### src/hw/rtl/cstc_pkg.sv
// cstc_pkg: shared types, constants and sequencing functions for the
// channel sediment transport capacity block; no dependencies
`timescale 1ns / 1ps

package cstc_pkg;

  localparam int MAX_SOLIDS     = 4;
  localparam int NUM_CLASS_REGS = 4;
  localparam int CFG_IDX_W      = 3;
  localparam int CFG_DATA_W     = 48;

  localparam int MUL_W      = 64;
  localparam int MUL_STEPS  = 4;
  localparam int DVD_W      = 100;
  localparam int DSR_W      = 50;
  localparam int QUO_W      = 48;
  localparam int DIV_STEPS  = 100;
  localparam int SQX_W      = 56;
  localparam int SQRT_STEPS = 28;
  localparam int SQR_W      = 28;

  localparam logic [CFG_IDX_W-1:0] REG_SOLID_COUNT = 3'd0;
  localparam logic [CFG_IDX_W-1:0] REG_CLASS_FIRST = 3'd1;

  localparam logic [15:0] ONE_Q12  = 16'd4096;
  localparam logic [35:0] SUM_MAX  = 36'hF_FFFF_FFFF;
  localparam logic [47:0] CAP_MAX  = 48'hFFFF_FFFF_FFFF;
  localparam logic [32:0] ONE_Q32  = 33'h1_0000_0000;
  // reciprocal of 981 in Q64, rounded up; exact floor for products below 2^54
  localparam logic [63:0] K_GRAV_RECIP = 64'((128'd1 << 64) / 128'd981 + 128'd1);
  localparam logic [15:0] K_HUNDRED = 16'd100;
  localparam logic [15:0] K_CW     = 16'd50000;
  localparam logic [15:0] K_CAP    = 16'd15625;

  typedef struct packed {
    logic        mode;
    logic [31:0] outflow;
    logic [23:0] depth;
    logic [23:0] bottom_width;
    logic [23:0] bank_height;
    logic [23:0] side_slope;
    logic [23:0] top_width;
    logic signed [23:0] friction_slope;
  } in_item_t;

  typedef struct packed {
    logic [1:0]  solid_index;
    logic [47:0] capacity;
    logic        last;
  } out_item_t;

  typedef enum logic [4:0] {
    OP_NONE, OP_ACC, OP_LOAD,
    OP_SS2, OP_ROOT, OP_TRAP, OP_AREA1, OP_AREA2, OP_WP, OP_RH, OP_VEL,
    OP_RSM, OP_RS100, OP_RSDIV, OP_RS, OP_A20, OP_B20, OP_C,
    OP_GM2, OP_GMD, OP_NCW, OP_CW, OP_GCW, OP_DEN, OP_S15, OP_NCAP, OP_CAP
  } op_t;

  typedef enum logic [1:0] {U_NONE, U_MUL, U_DIV, U_SQRT} unit_t;

  typedef enum logic [2:0] {ST_IDLE, ST_ISSUE, ST_WAIT, ST_CLASS, ST_EMIT} state_t;

  typedef struct packed {
    logic       start;
    op_t        op;
    logic [1:0] cls;
    logic       emit;
    logic       last;
  } cmd_t;

  typedef struct packed {
    logic       done;
    logic       skip;
    logic [2:0] n;
  } status_t;

  function automatic unit_t op_unit(op_t op);
    unit_t u;
    u = U_NONE;
    case (op) inside
      OP_ROOT, OP_RS: u = U_SQRT;
      OP_RH, OP_VEL, OP_CW, OP_CAP: u = U_DIV;
      OP_SS2, OP_TRAP, OP_AREA1, OP_AREA2, OP_WP, OP_RSM, OP_RS100, OP_RSDIV,
      OP_A20, OP_B20, OP_C, OP_GM2, OP_GMD, OP_NCW, OP_GCW, OP_DEN, OP_S15,
      OP_NCAP: u = U_MUL;
      default: u = U_NONE;
    endcase
    return u;
  endfunction

  function automatic op_t op_next(op_t op);
    op_t n;
    case (op)
      OP_SS2:   n = OP_ROOT;
      OP_ROOT:  n = OP_TRAP;
      OP_TRAP:  n = OP_AREA1;
      OP_AREA1: n = OP_AREA2;
      OP_AREA2: n = OP_WP;
      OP_WP:    n = OP_RH;
      OP_RH:    n = OP_VEL;
      OP_RSM:   n = OP_RS100;
      OP_RS100: n = OP_RSDIV;
      OP_RSDIV: n = OP_RS;
      OP_RS:    n = OP_A20;
      OP_A20:   n = OP_B20;
      OP_B20:   n = OP_C;
      OP_C:     n = OP_GM2;
      OP_GM2:   n = OP_GMD;
      OP_GMD:   n = OP_NCW;
      OP_NCW:   n = OP_CW;
      OP_CW:    n = OP_GCW;
      OP_GCW:   n = OP_DEN;
      OP_DEN:   n = OP_S15;
      OP_S15:   n = OP_NCAP;
      OP_NCAP:  n = OP_CAP;
      default:  n = OP_NONE;
    endcase
    return n;
  endfunction

endpackage

### src/hw/rtl/cstc_ctrl.sv
// cstc_ctrl: sequencer for node and class operations and output transfer
// control; depends on cstc_pkg
`timescale 1ns / 1ps

module cstc_ctrl (
  input  logic              clk,
  input  logic              rst,
  input  logic              in_valid,
  output logic              in_ready,
  input  logic              in_mode,
  output logic              out_valid,
  input  logic              out_ready,
  input  cstc_pkg::status_t status,
  output cstc_pkg::cmd_t    cmd
);

  cstc_pkg::state_t state, state_next;
  cstc_pkg::op_t    op, op_next;
  logic [1:0]       k, k_next;
  logic             is_last;

  assign is_last = ({1'b0, k} + 3'd1) == status.n;

  always_ff @(posedge clk) begin
    if (rst) begin
      state     <= cstc_pkg::ST_IDLE;
      op        <= cstc_pkg::OP_NONE;
      k         <= '0;
      out_valid <= 1'b0;
    end else begin
      state <= state_next;
      op    <= op_next;
      k     <= k_next;
      if (cmd.emit) out_valid <= 1'b1;
      else if (out_ready) out_valid <= 1'b0;
    end
  end

  always_comb begin
    state_next = state;
    op_next    = op;
    k_next     = k;
    in_ready   = 1'b0;
    cmd        = '0;
    cmd.op     = cstc_pkg::OP_NONE;
    cmd.cls    = k;
    case (state)
      cstc_pkg::ST_IDLE: begin
        in_ready = 1'b1;
        if (in_valid) begin
          cmd.start = 1'b1;
          cmd.op    = in_mode ? cstc_pkg::OP_LOAD : cstc_pkg::OP_ACC;
          if (in_mode) begin
            k_next = '0;
            if (status.n != '0) begin
              op_next    = cstc_pkg::OP_SS2;
              state_next = cstc_pkg::ST_ISSUE;
            end
          end
        end
      end
      cstc_pkg::ST_ISSUE: begin
        cmd.start  = 1'b1;
        cmd.op     = op;
        state_next = cstc_pkg::ST_WAIT;
      end
      cstc_pkg::ST_WAIT: begin
        if (status.done) begin
          if (op == cstc_pkg::OP_VEL) begin
            state_next = cstc_pkg::ST_CLASS;
          end else if (op == cstc_pkg::OP_CAP) begin
            state_next = cstc_pkg::ST_EMIT;
          end else begin
            op_next    = cstc_pkg::op_next(op);
            state_next = cstc_pkg::ST_ISSUE;
          end
        end
      end
      cstc_pkg::ST_CLASS: begin
        if (status.skip) begin
          state_next = cstc_pkg::ST_EMIT;
        end else begin
          op_next    = cstc_pkg::OP_RSM;
          state_next = cstc_pkg::ST_ISSUE;
        end
      end
      cstc_pkg::ST_EMIT: begin
        if (!out_valid || out_ready) begin
          cmd.emit = 1'b1;
          cmd.last = is_last;
          if (is_last) begin
            state_next = cstc_pkg::ST_IDLE;
          end else begin
            k_next     = k + 2'd1;
            state_next = cstc_pkg::ST_CLASS;
          end
        end
      end
      default: state_next = cstc_pkg::ST_IDLE;
    endcase
  end

`ifndef SYNTHESIS
  a_emit_slot_free: assert property (@(posedge clk) disable iff (rst)
    cmd.emit |-> (!out_valid || out_ready))
    else $error("result written over an untaken result");
  a_done_in_wait: assert property (@(posedge clk) disable iff (rst)
    status.done |-> state == cstc_pkg::ST_WAIT)
    else $error("unit completion outside wait state");
  a_last_to_idle: assert property (@(posedge clk) disable iff (rst)
    (cmd.emit && cmd.last) |=> (state == cstc_pkg::ST_IDLE && out_valid))
    else $error("last result did not return to idle");
  a_no_start_while_busy: assert property (@(posedge clk) disable iff (rst)
    (state == cstc_pkg::ST_WAIT && !status.done) |=> !cmd.start ||
      state == cstc_pkg::ST_IDLE || state == cstc_pkg::ST_ISSUE)
    else $error("unit started while busy");
`endif

endmodule
### config.mk
export PLATFORM = sky130hd
export DESIGN_NAME = cstc_ctrl
export DESIGN_NICKNAME = d
export VERILOG_FILES = /design/src/hw/rtl/cstc_pkg.sv /design/src/hw/rtl/cstc_ctrl.sv
export SDC_FILE = /design/constraint.sdc
export NUM_CORES = 1
export LEC_CHECK = 0
export BUFFER_PORTS_ARGS = -buffer_cell sky130_fd_sc_hd__buf_2
export CORE_AREA = 2 2 51 53
export DETAILED_ROUTE_END_ITERATION = 8
export DIE_AREA = 0 0 53 55
export GPL_TIMING_DRIVEN = 0
export PLACE_DENSITY_LB_ADDON = 0.15
export SYNTH_ARGS = -nofsm -noshare
export SYNTH_HDL_FRONTEND = slang
export SYNTH_SLANG_ARGS = --single-unit
### constraint.sdc
create_clock -name clk -period 3 [get_ports clk]
set_input_delay 0.15 -clock clk [delete_from_list [all_inputs] [get_ports clk]]
set_output_delay 0.15 -clock clk [all_outputs]
set_load 0.05 [all_outputs]
==> results of run 1 <==
layout by cell type (no fill, tap or decap), types with 2 or more instances in the layout:
| cell | count |
|---|---|
| nand2b_1 | 4 |
| o21ai_0 | 4 |
| mux2i_1 | 4 |
| nor2_1 | 25 |
| dfxtp_1 | 16 |
| a22o_1 | 2 |
| ha_1 | 3 |
| nor3_1 | 9 |
| clkbuf_4 | 3 |
| nor2b_1 | 3 |
| buf_2 | 22 |
| nand3_1 | 3 |
| clkbuf_1 | 4 |
| a21oi_1 | 12 |
| inv_1 | 8 |
| buf_6 | 2 |
| mux2_2 | 3 |
| xnor2_1 | 2 |
| nor3b_1 | 3 |
| nand2_1 | 6 |
| nor4_1 | 2 |
| and3_1 | 4 |
| o211ai_1 | 2 |
power by group:
part           internal [mW]  leakage, nW  switching (mW)
sequential             0.218        0.129         0.00456
clock                 0.0466       0.0138          0.0646
combinational         0.0434        0.430          0.0702
total                  0.308        0.574           0.139
logic make-up after synthesis:
logic type | Yosys count | share of synthesized area
DFF | 16 | 0.281
adders and majority gates | 3 | 0.0330
AOI/OAI and AO/OA | 30 | 0.175
and+or+nand+nor | 68 | 0.309
muxes | 9 | 0.0978
xor gates and xnor gates | 3 | 0.0231
buffers and inverters | 18 | 0.0813
routing by layer:
layer	GRT usage	vias to the layer above	wire (um)
li1	-	571	-
met1	0.216	505	1060
met2	0.356	30	1240
met3	0.0349	11	106
met4	0.128	0	102
met5	0	-	0
worst paths after layout:
path                                            start                    end  cells past startpoint
worst min-delay path                        status[4]  state[1]$_SDFFE_PP0P_                      4
worst max register to register  state[2]$_SDFFE_PP0P_                   flop                      9
worst max-delay path            state[2]$_SDFFE_PP0P_                   flop                      9
worst min register to register      k[1]$_SDFFE_PP0P_      k[1]$_SDFFE_PP0P_                      2
synthesized netlist by cell type (2+ instances only):
cell	count	share of area
nor2_1	25	0.082
dfxtp_1	16	0.28
a21oi_1	12	0.053
nor3_1	9	0.040
inv_1	8	0.026
nand2_1	6	0.020
and3_1	4	0.022
clkbuf_1	4	0.013
mux2i_1	4	0.035
nand2b_1	4	0.022
o21ai_0	4	0.018
ha_1	3	0.033
mux2_2	3	0.030
nand3_1	3	0.013
nor2b_1	3	0.016
nor3b_1	3	0.020
a22o_1	2	0.015
buf_6	2	0.020
nor4_1	2	0.011
o211ai_1	2	0.013
xnor2_1	2	0.015
critical path, cell delays in order, from the launching register on:
cell and delay, ns:
dfxtp_1 0.30, buf_4 0.15, nand2b_1 0.20, o41ai_1 0.49, a211o_1 0.17, buf_6 0.16
mux2_4 0.34, inv_1 0.12, ha_1 0.25, a22o_1 0.20
cell type report:
cell class	count	area (um2)	area share
plain buffers	8	50.0	0.0384
repair buffers	21	105	0.0806
multi-input cells	113	726	0.557
clock buffers	3	22.5	0.0173
flip-flops and latches	16	320	0.246
well taps	30	37.5	0.0288
inverters	10	42.5	0.0326
per-stage QoR:
stage               instance area [um2]  power (mW)  std cells  worst slack, ns
global placement                   1280       0.338        198            0.557
floorplan                          1140       0.314        147            0.337
detailed placement                 1280       0.341        198            0.534
finish                             1300       0.447        201            0.518
CTS                                1300       0.453        201            0.518
global route                       1300       0.474        201            0.259
==> flow_metrics.py, run 1 <==
metrics = {
    "floorplan": {
        "die_h_um": 55,
        "initial_core_util": 0.481,
        "die_w_um": 53,
        "row_count": 18,
        "io_pins": 22,
        "floorplan.die_area_um2": 2920,
        "coreArea_um2": 2360,
    },
    "setup_path": {
        "crit_fanout": 10,
        "required_ns": 3.19,
        "end_kind": "flop",
        "arrival_ns": 2.67,
        "start_kind": "flop",
        "critPathKind": "reg2reg",
        "reg2reg_slack_ns": 0.52,
    },
    "clock_tree": {
        "htree_levels": 1,
        "post-cts-setup-buffer-count": 0,
        "clkSinkCount": 16,
        "cts_hold_buf": 0,
        "clkLatencyLatePin_ns": 0.29,
        "path_clk_slew_ns": 0.09,
        "cts_buffers": 3,
        "root_buffer": "clkbuf_4",
        "ctsLongestPathBuffers": 2,
        "cts_resized": 0,
        "tritoncts": "done",
    },
    "logic_synthesis": {
        "synth_edf_count": 0,
        "yosys_most_used_dff": "dfxtp_1",
        "yosys_register_bits": 16,
        "syn_avg_cell_area_um2": 7.75,
        "synth_cells": 147,
        "syn_nets": 160,
        "yosys_warnings": 0,
        "synthArstFlopShare": 0,
        "synth_seq_area_share": 0.281,
        "synth.distinct_cells": 47,
        "syn_area_um2": 1140,
    },
    "sta": {
        "finalHoldViolCount": 0,
        "drv_slew": 0,
        "finClkSkew_ns": 0.00813,
        "tightest_slew_ns": 0.567,
        "tns_ns": 0,
        "fmax_mhz": 403,
        "relSlewSlack": 0.621,
        "post-route-period-util": 0.827,
        "setup_viol": 0,
        "period_needed_ns": 2.48,
        "fin_hold_ws_ns": 0.194,
        "rsz0062_at_grt": "no",
    },
    "place": {
        "io_buffer_count": 21,
        "dp_hpwl_um": 2030,
        "gp_congestion": 0.858,
    },
    "global_routing": {
        "grt_max_degree": 11,
        "overflow": 0,
        "grt_pass1_wl_um": 4200,
        "globalRouteTotalUtil": 0.198,
        "antenna_found_initial": 0,
        "grt_pass1_vias": 1023,
    },
    "cells_and_area": {
        "areaGrowthSynthToFinish_pct": 14.5,
        "final_nets": 186,
        "diodes": 0,
        "nFillCells": 244,
        "final_util": 0.551,
        "drive_gt1_frac": 0.222,
    },
    "status": {
        "status": "finished clean",
    },
    "routing": {
        "via_per_inst": 5.56,
        "route.detailed.drc": 0,
        "initialDrtViolationCount": 11,
        "totalWireLength_um": 2510,
        "avgRoutedWirePerCell_um": 12.5,
        "ant_nets": 0,
        "first_pass_iters": 4,
        "vias": 1117,
    },
    "power_and_ir_drop": {
        "power_leakage_nw": 0.574,
        "vdd_ir_drop_max_uv": 233,
        "powerDensity_nw_per_um2": 343,
    },
    "flow_run": {
        "max_cap_viol_count": 0,
    },
    "min_path": {
        "min_path_type": "in2reg",
    },
}
Power figures use the tool's default switching activity.
==> run 2, diff against run 1 <==
==> constraint.sdc (replaced) <==
create_clock -name clk -period 2.4 [get_ports clk]
set_input_delay 0.12 -clock clk [delete_from_list [all_inputs] [get_ports clk]]
set_output_delay 0.12 -clock clk [all_outputs]
set_load 0.05 [all_outputs]
==> run 2 against run 1 <==
  * Die area is the same
  * Sequential cell count is the same
  * Via count grew 2.4%
  * First-iteration DRC count grew 64%
  * Combinational power grew 30%
  * Sequential power grew 27%
  * Cell area grew 4.9%
  * Non-clock buffer count is the same
==> flow_metrics.py, run 2 (synthesized netlist as in run 1, its figures left out) <==
metrics = {
    "status": {
        "status": "finished clean",
    },
    "global_routing": {
        "antenna_found_initial": 0,
        "grt_pass1_vias": 1075,
        "grt_max_degree": 11,
        "overflow": 0,
        "globalRouteTotalUtil": 0.205,
        "grt_pass1_wl_um": 4360,
    },
    "setup_path": {
        "cpLargestDelayFamily": "compound AO/OA/AOI/OAI gates",
        "critPathKind": "reg2reg",
        "required_ns": 2.58,
        "start_kind": "flop",
        "r2r_cells": 9,
        "path_depth": 9,
        "arrival_ns": 2.44,
        "worstPathCellList": "buf_4 -> nand2b_2 -> o41ai_4 -> a211o_1 -> buf_6 -> mux2_4 -> inv_2 -> ha_1 -> a22o_1",
        "reg2reg_slack_ns": 0.14,
        "crit_fanout": 10,
        "end_kind": "flop",
        "path_buf_inv": 3,
        "cp_slowest_cell": "mux2_4",
        "cp_slowest_stage_delay_ns": 0.34,
    },
    "floorplan": {
        "die_h_um": 55,
        "initial_core_util": 0.481,
        "floorplan.die_area_um2": 2920,
        "coreArea_um2": 2360,
        "io_pins": 22,
        "die_w_um": 53,
        "row_count": 18,
    },
    "min_path": {
        "min_path_type": "in2reg",
        "hold_path_depth": 4,
    },
    "cells_and_area": {
        "final_cells": 201,
        "nFillCells": 231,
        "areaGrowthSynthToFinish_pct": 20.1,
        "final_nets": 186,
        "final_cell_mix": "25 x nor2_1, 22 x buf_2, 13 x dfxtp_1",
        "layout_commonest_cell": "nor2_1",
        "drive_gt1_frac": 0.275,
        "diodes": 0,
    },
    "sta": {
        "tightest_slew_ns": 0.559,
        "finalHoldViolCount": 0,
        "fmax_mhz": 443,
        "post-route-period-util": 0.941,
        "rsz0062_at_grt": "no",
        "finClkSkew_ns": 0.00807,
        "relSlewSlack": 0.627,
        "setup_viol": 0,
        "drv_slew": 0,
        "period_needed_ns": 2.26,
    },
    "flow_run": {
        "max_cap_viol_count": 0,
    },
    "routing": {
        "initialDrtViolationCount": 18,
        "vias": 1144,
        "avgRoutedWirePerCell_um": 13.7,
        "ant_nets": 0,
        "first_pass_iters": 4,
        "totalWireLength_um": 2750,
        "route.detailed.drc": 0,
        "via_per_inst": 5.69,
    },
    "clock_tree": {
        "ctsLongestPathBuffers": 2,
        "clkLatencyLatePin_ns": 0.29,
        "cts_hold_buf": 0,
        "root_buffer": "clkbuf_4",
        "tritoncts": "done",
        "clkSinkCount": 16,
        "htree_levels": 1,
        "path_clk_slew_ns": 0.10,
        "cts_buffers": 3,
    },
    "power_and_ir_drop": {
        "powerDensity_nw_per_um2": 420,
        "vdd_ir_drop_max_uv": 265,
        "power.total_mw": 0.574,
        "power_leakage_nw": 0.616,
    },
    "place": {
        "dp_hpwl_um": 2100,
        "dp.cells": 198,
        "gp_congestion": 0.894,
        "io_buffer_count": 21,
    },
}
-- run 2: per-layer routing --
metal / track usage / share of wire / wire length (um) / vias up
met5: 0 / 0 / 0 / -
met4: 0.103 / 0.027 / 73 / 0
met3: 0.0323 / 0.040 / 109 / 8
met2: 0.390 / 0.51 / 1390 / 29
met1: 0.222 / 0.43 / 1170 / 534
li1: - / - / - / 573
-- run 2: power breakdown --
group	internal, mW	leakage, nW	switching (mW)
Sequential	0.272	0.131	0.00903
Combinational	0.0575	0.471	0.0907
Clock	0.0583	0.0138	0.0862
Total	0.388	0.616	0.186
-- run 2: worst paths after layout --
path                               from                    end
setup / recovery  state[2]$_SDFFE_PP0P_                   flop
hold reg to reg       k[1]$_SDFFE_PP0P_      k[1]$_SDFFE_PP0P_
hold / removal                status[4]  state[1]$_SDFFE_PP0P_
setup reg to reg  state[2]$_SDFFE_PP0P_                   flop
-- run 2: stage by stage --
step | setup WS, ns | setup TNS, ns | utilization | area [um2] | hold slack [ns]
floorplan | 0.153 | 0 | - | 1140 | 0.333
global placement | -0.0569 | -0.0595 | 0.544 | 1290 | 0.471
detailed placement | -0.0713 | -0.0713 | 0.544 | 1290 | 0.453
CTS | 0.00406 | 0 | 0.559 | 1320 | 0.163
global route | 0.0433 | 0 | 0.578 | 1370 | 0.216
finish | 0.142 | 0 | 0.578 | 1370 | 0.185
-- run 2: final cells by class --
| type | count | area (um2) | area share |
|---|---|---|---|
| Tap cell | 30 | 37.5 | 0.0274 |
| Sequential cell | 16 | 324 | 0.237 |
| Inverter | 10 | 42.5 | 0.0311 |
| Timing Repair Buffer | 21 | 105 | 0.0769 |
| Clock buffer | 3 | 22.5 | 0.0165 |
| Buffer | 8 | 50.0 | 0.0366 |
| Multi-Input combinational cell | 113 | 786 | 0.575 |
-- run 2: repair_timing --
item | CTS | global route
setup endpoints to repair | 2 | 5
resized for setup | 2 | 9
buffers inserted | 0 | 0
pin swaps | 0 | 1
-- run 2: tightest hold or removal path: cells and delay by family --
kind / cells / cell delay [ns]
AND/OR/NAND/NOR: 2 / 0.10
buffers and inverters: 1 / 0.12
AO/OA/AOI/OAI: 1 / 0.11
==> run 3, diff against run 2 <==
==> constraint.sdc (replaced) <==
create_clock -name clk -period 2.1 [get_ports clk]
set_input_delay 0.105 -clock clk [delete_from_list [all_inputs] [get_ports clk]]
set_output_delay 0.105 -clock clk [all_outputs]
set_load 0.05 [all_outputs]
==> run 3 against run 2 <==
  * Sequential cell count did not move
  * Routed wire length rose by 8.4%
  * Largest cell class unchanged
  * Combinational power rose by 38%
  * Critical path type unchanged
  * Clock power rose by 17%
  * First-iteration DRC count rose by 22%
==> flow_metrics.py, run 3 (synthesized netlist as in run 1, its figures left out) <==
metrics = {
    "routing": {
        "first_pass_iters": 4,
        "totalWireLength_um": 2980,
        "route.detailed.drc": 0,
        "via_per_inst": 5.51,
        "initialDrtViolationCount": 22,
        "vias": 1162,
        "ant_nets": 0,
        "avgRoutedWirePerCell_um": 14.1,
    },
    "clock_tree": {
        "ctsLongestPathBuffers": 2,
        "htree_levels": 1,
        "cts_buffers": 3,
        "clkLatencyLatePin_ns": 0.29,
        "tritoncts": "done",
        "path_clk_slew_ns": 0.10,
        "clkSinkCount": 16,
        "root_buffer": "clkbuf_4",
    },
    "min_path": {
        "hold_path_end": "state[0]$_SDFFE_PP0P_",
        "min_path_type": "in2reg",
        "hold_path_depth": 4,
        "worstHoldStart": "status[3]",
    },
    "sta": {
        "finalHoldViolCount": 0,
        "fmax_mhz": 476,
        "tightest_slew_ns": 0.502,
        "fin_hold_ws_ns": 0.188,
        "post-route-period-util": 1.00,
        "period_needed_ns": 2.10,
        "worst_slack_ns": 0.000833,
        "setup_viol": 0,
        "rsz0062_at_grt": "yes",
        "drv_slew": 0,
        "relSlewSlack": 0.656,
        "finClkSkew_ns": 0.00514,
    },
    "cells_and_area": {
        "drive_gt1_frac": 0.365,
        "final_nets": 196,
        "diodes": 0,
        "layout_commonest_cell": "nor2_1",
        "nFillCells": 216,
        "final_cells": 211,
        "final_cell_mix": "25 x nor2_1, 20 x buf_2, 12 x a21oi_1",
        "areaGrowthSynthToFinish_pct": 33.3,
    },
    "power_and_ir_drop": {
        "powerDensity_nw_per_um2": 456,
        "share_comb_of_total_power": 0.296,
        "power_leakage_nw": 0.676,
        "vdd_ir_drop_max_uv": 390,
        "p_int_mw": 0.464,
        "switching_power_mw": 0.227,
        "pwr-share-seq": 0.460,
        "netSwitchingFraction": 0.329,
        "clkPwrFrac": 0.244,
    },
    "setup_path": {
        "worstPathCellList": "buf_6 -> nand4b_1 -> o41ai_4 -> a211o_1 -> buf_6 -> mux2_4 -> inv_4 -> ha_1 -> a22o_1",
        "reg2reg_slack_ns": 0.0008,
        "critPathKind": "reg2reg",
        "required_ns": 2.29,
        "crit_fanout": 10,
        "start_kind": "flop",
        "end_kind": "flop",
        "cp_common_cell": "buf_6",
        "r2r_start": "state[0]$_SDFFE_PP0P_",
        "cp_slowest_stage_delay_ns": 0.39,
        "r2r_cells": 9,
        "cp_slowest_cell": "dfxtp_4",
        "arrival_ns": 2.29,
    },
    "flow_run": {
        "max_cap_viol_count": 0,
    },
    "global_routing": {
        "antenna_found_initial": 0,
        "globalRouteTotalUtil": 0.216,
        "grt_pass1_vias": 1076,
        "overflow": 0,
        "grt_max_degree": 11,
        "grt_pass1_wl_um": 4510,
    },
    "floorplan": {
        "coreArea_um2": 2360,
        "io_pins": 22,
        "row_count": 18,
        "die_h_um": 55,
        "die_w_um": 53,
        "floorplan.die_area_um2": 2920,
        "initial_core_util": 0.481,
    },
    "place": {
        "io_buffer_count": 21,
        "dp_worst_setup_slack_ns": -0.160,
        "gp_congestion": 0.895,
        "dp_hpwl_um": 2090,
        "dp.cells": 198,
    },
    "status": {
        "status": "finished clean",
    },
}
## run 3: cell type report
class | count | area [um2] | share of cell area
Multi-Input combinational cell | 113 | 830 | 0.547
Sequential cell | 16 | 340 | 0.224
Timing Repair Buffer | 32 | 190 | 0.125
Buffer | 7 | 52.6 | 0.0346
Inverter | 10 | 45.0 | 0.0297
Tap cell | 30 | 37.5 | 0.0247
Clock buffer | 3 | 22.5 | 0.0148
## run 3: routing by layer
metal | part of all wire | track usage | wire (um)
met5 | 0 | 0 | 0
met4 | 0.024 | 0.111 | 72
met2 | 0.53 | 0.413 | 1580
met1 | 0.42 | 0.226 | 1250
met3 | 0.025 | 0.0376 | 73
## run 3: worst max-delay path by stage
stage / from / end / slack (ns)
CTS: op[0]$_SDFFE_PP0N_ / flop / -0.002
global route: op[0]$_SDFFE_PP0N_ / flop / -0.08
floorplan: state[0]$_SDFFE_PP0P_ / cmd[4] / -0.03
global placement: op[4]$_SDFFE_PP0N_ / flop / -0.14
finish: state[0]$_SDFFE_PP0P_ / flop / 0.0008
detailed placement: op[2]$_SDFFE_PP0N_ / flop / -0.16
## run 3: power groups by stage
stage | clock (mW) | sequential, mW | combinational, mW
floorplan | 0 | 0.325 | 0.130
global placement | 0 | 0.327 | 0.163
detailed placement | 0 | 0.327 | 0.166
CTS | 0.167 | 0.321 | 0.189
global route | 0.180 | 0.320 | 0.219
finish | 0.169 | 0.318 | 0.204
## run 3: stage by stage
stage                util  setup TNS (ns)  power, mW  instance area (um2)
finish              0.642               0      0.691                 1520
global route        0.642          -0.188      0.719                 1520
CTS                 0.618        -0.00243      0.676                 1460
detailed placement  0.562          -0.405      0.493                 1330
global placement    0.562          -0.325      0.490                 1330
floorplan               -         -0.0300      0.455                 1190
## run 3: worst max-delay path: cells and delay by family, from the launching register on
kind            cells  cell delay [ns]
mux                 1             0.33
buf+inv             3             0.36
flops               1             0.39
compound gates      3             0.55
simple gates        1             0.14
fa+ha+maj           1             0.22
## run 3: repair_timing
action / CTS / global route
pin swaps: 5 / 1
setup buffers: 8 / 3
resized for setup: 14 / 12
endpoints found under the setup margin: 5 / 6
endpoints found under the hold margin: 0 / 0
hold buffers: 0 / 0
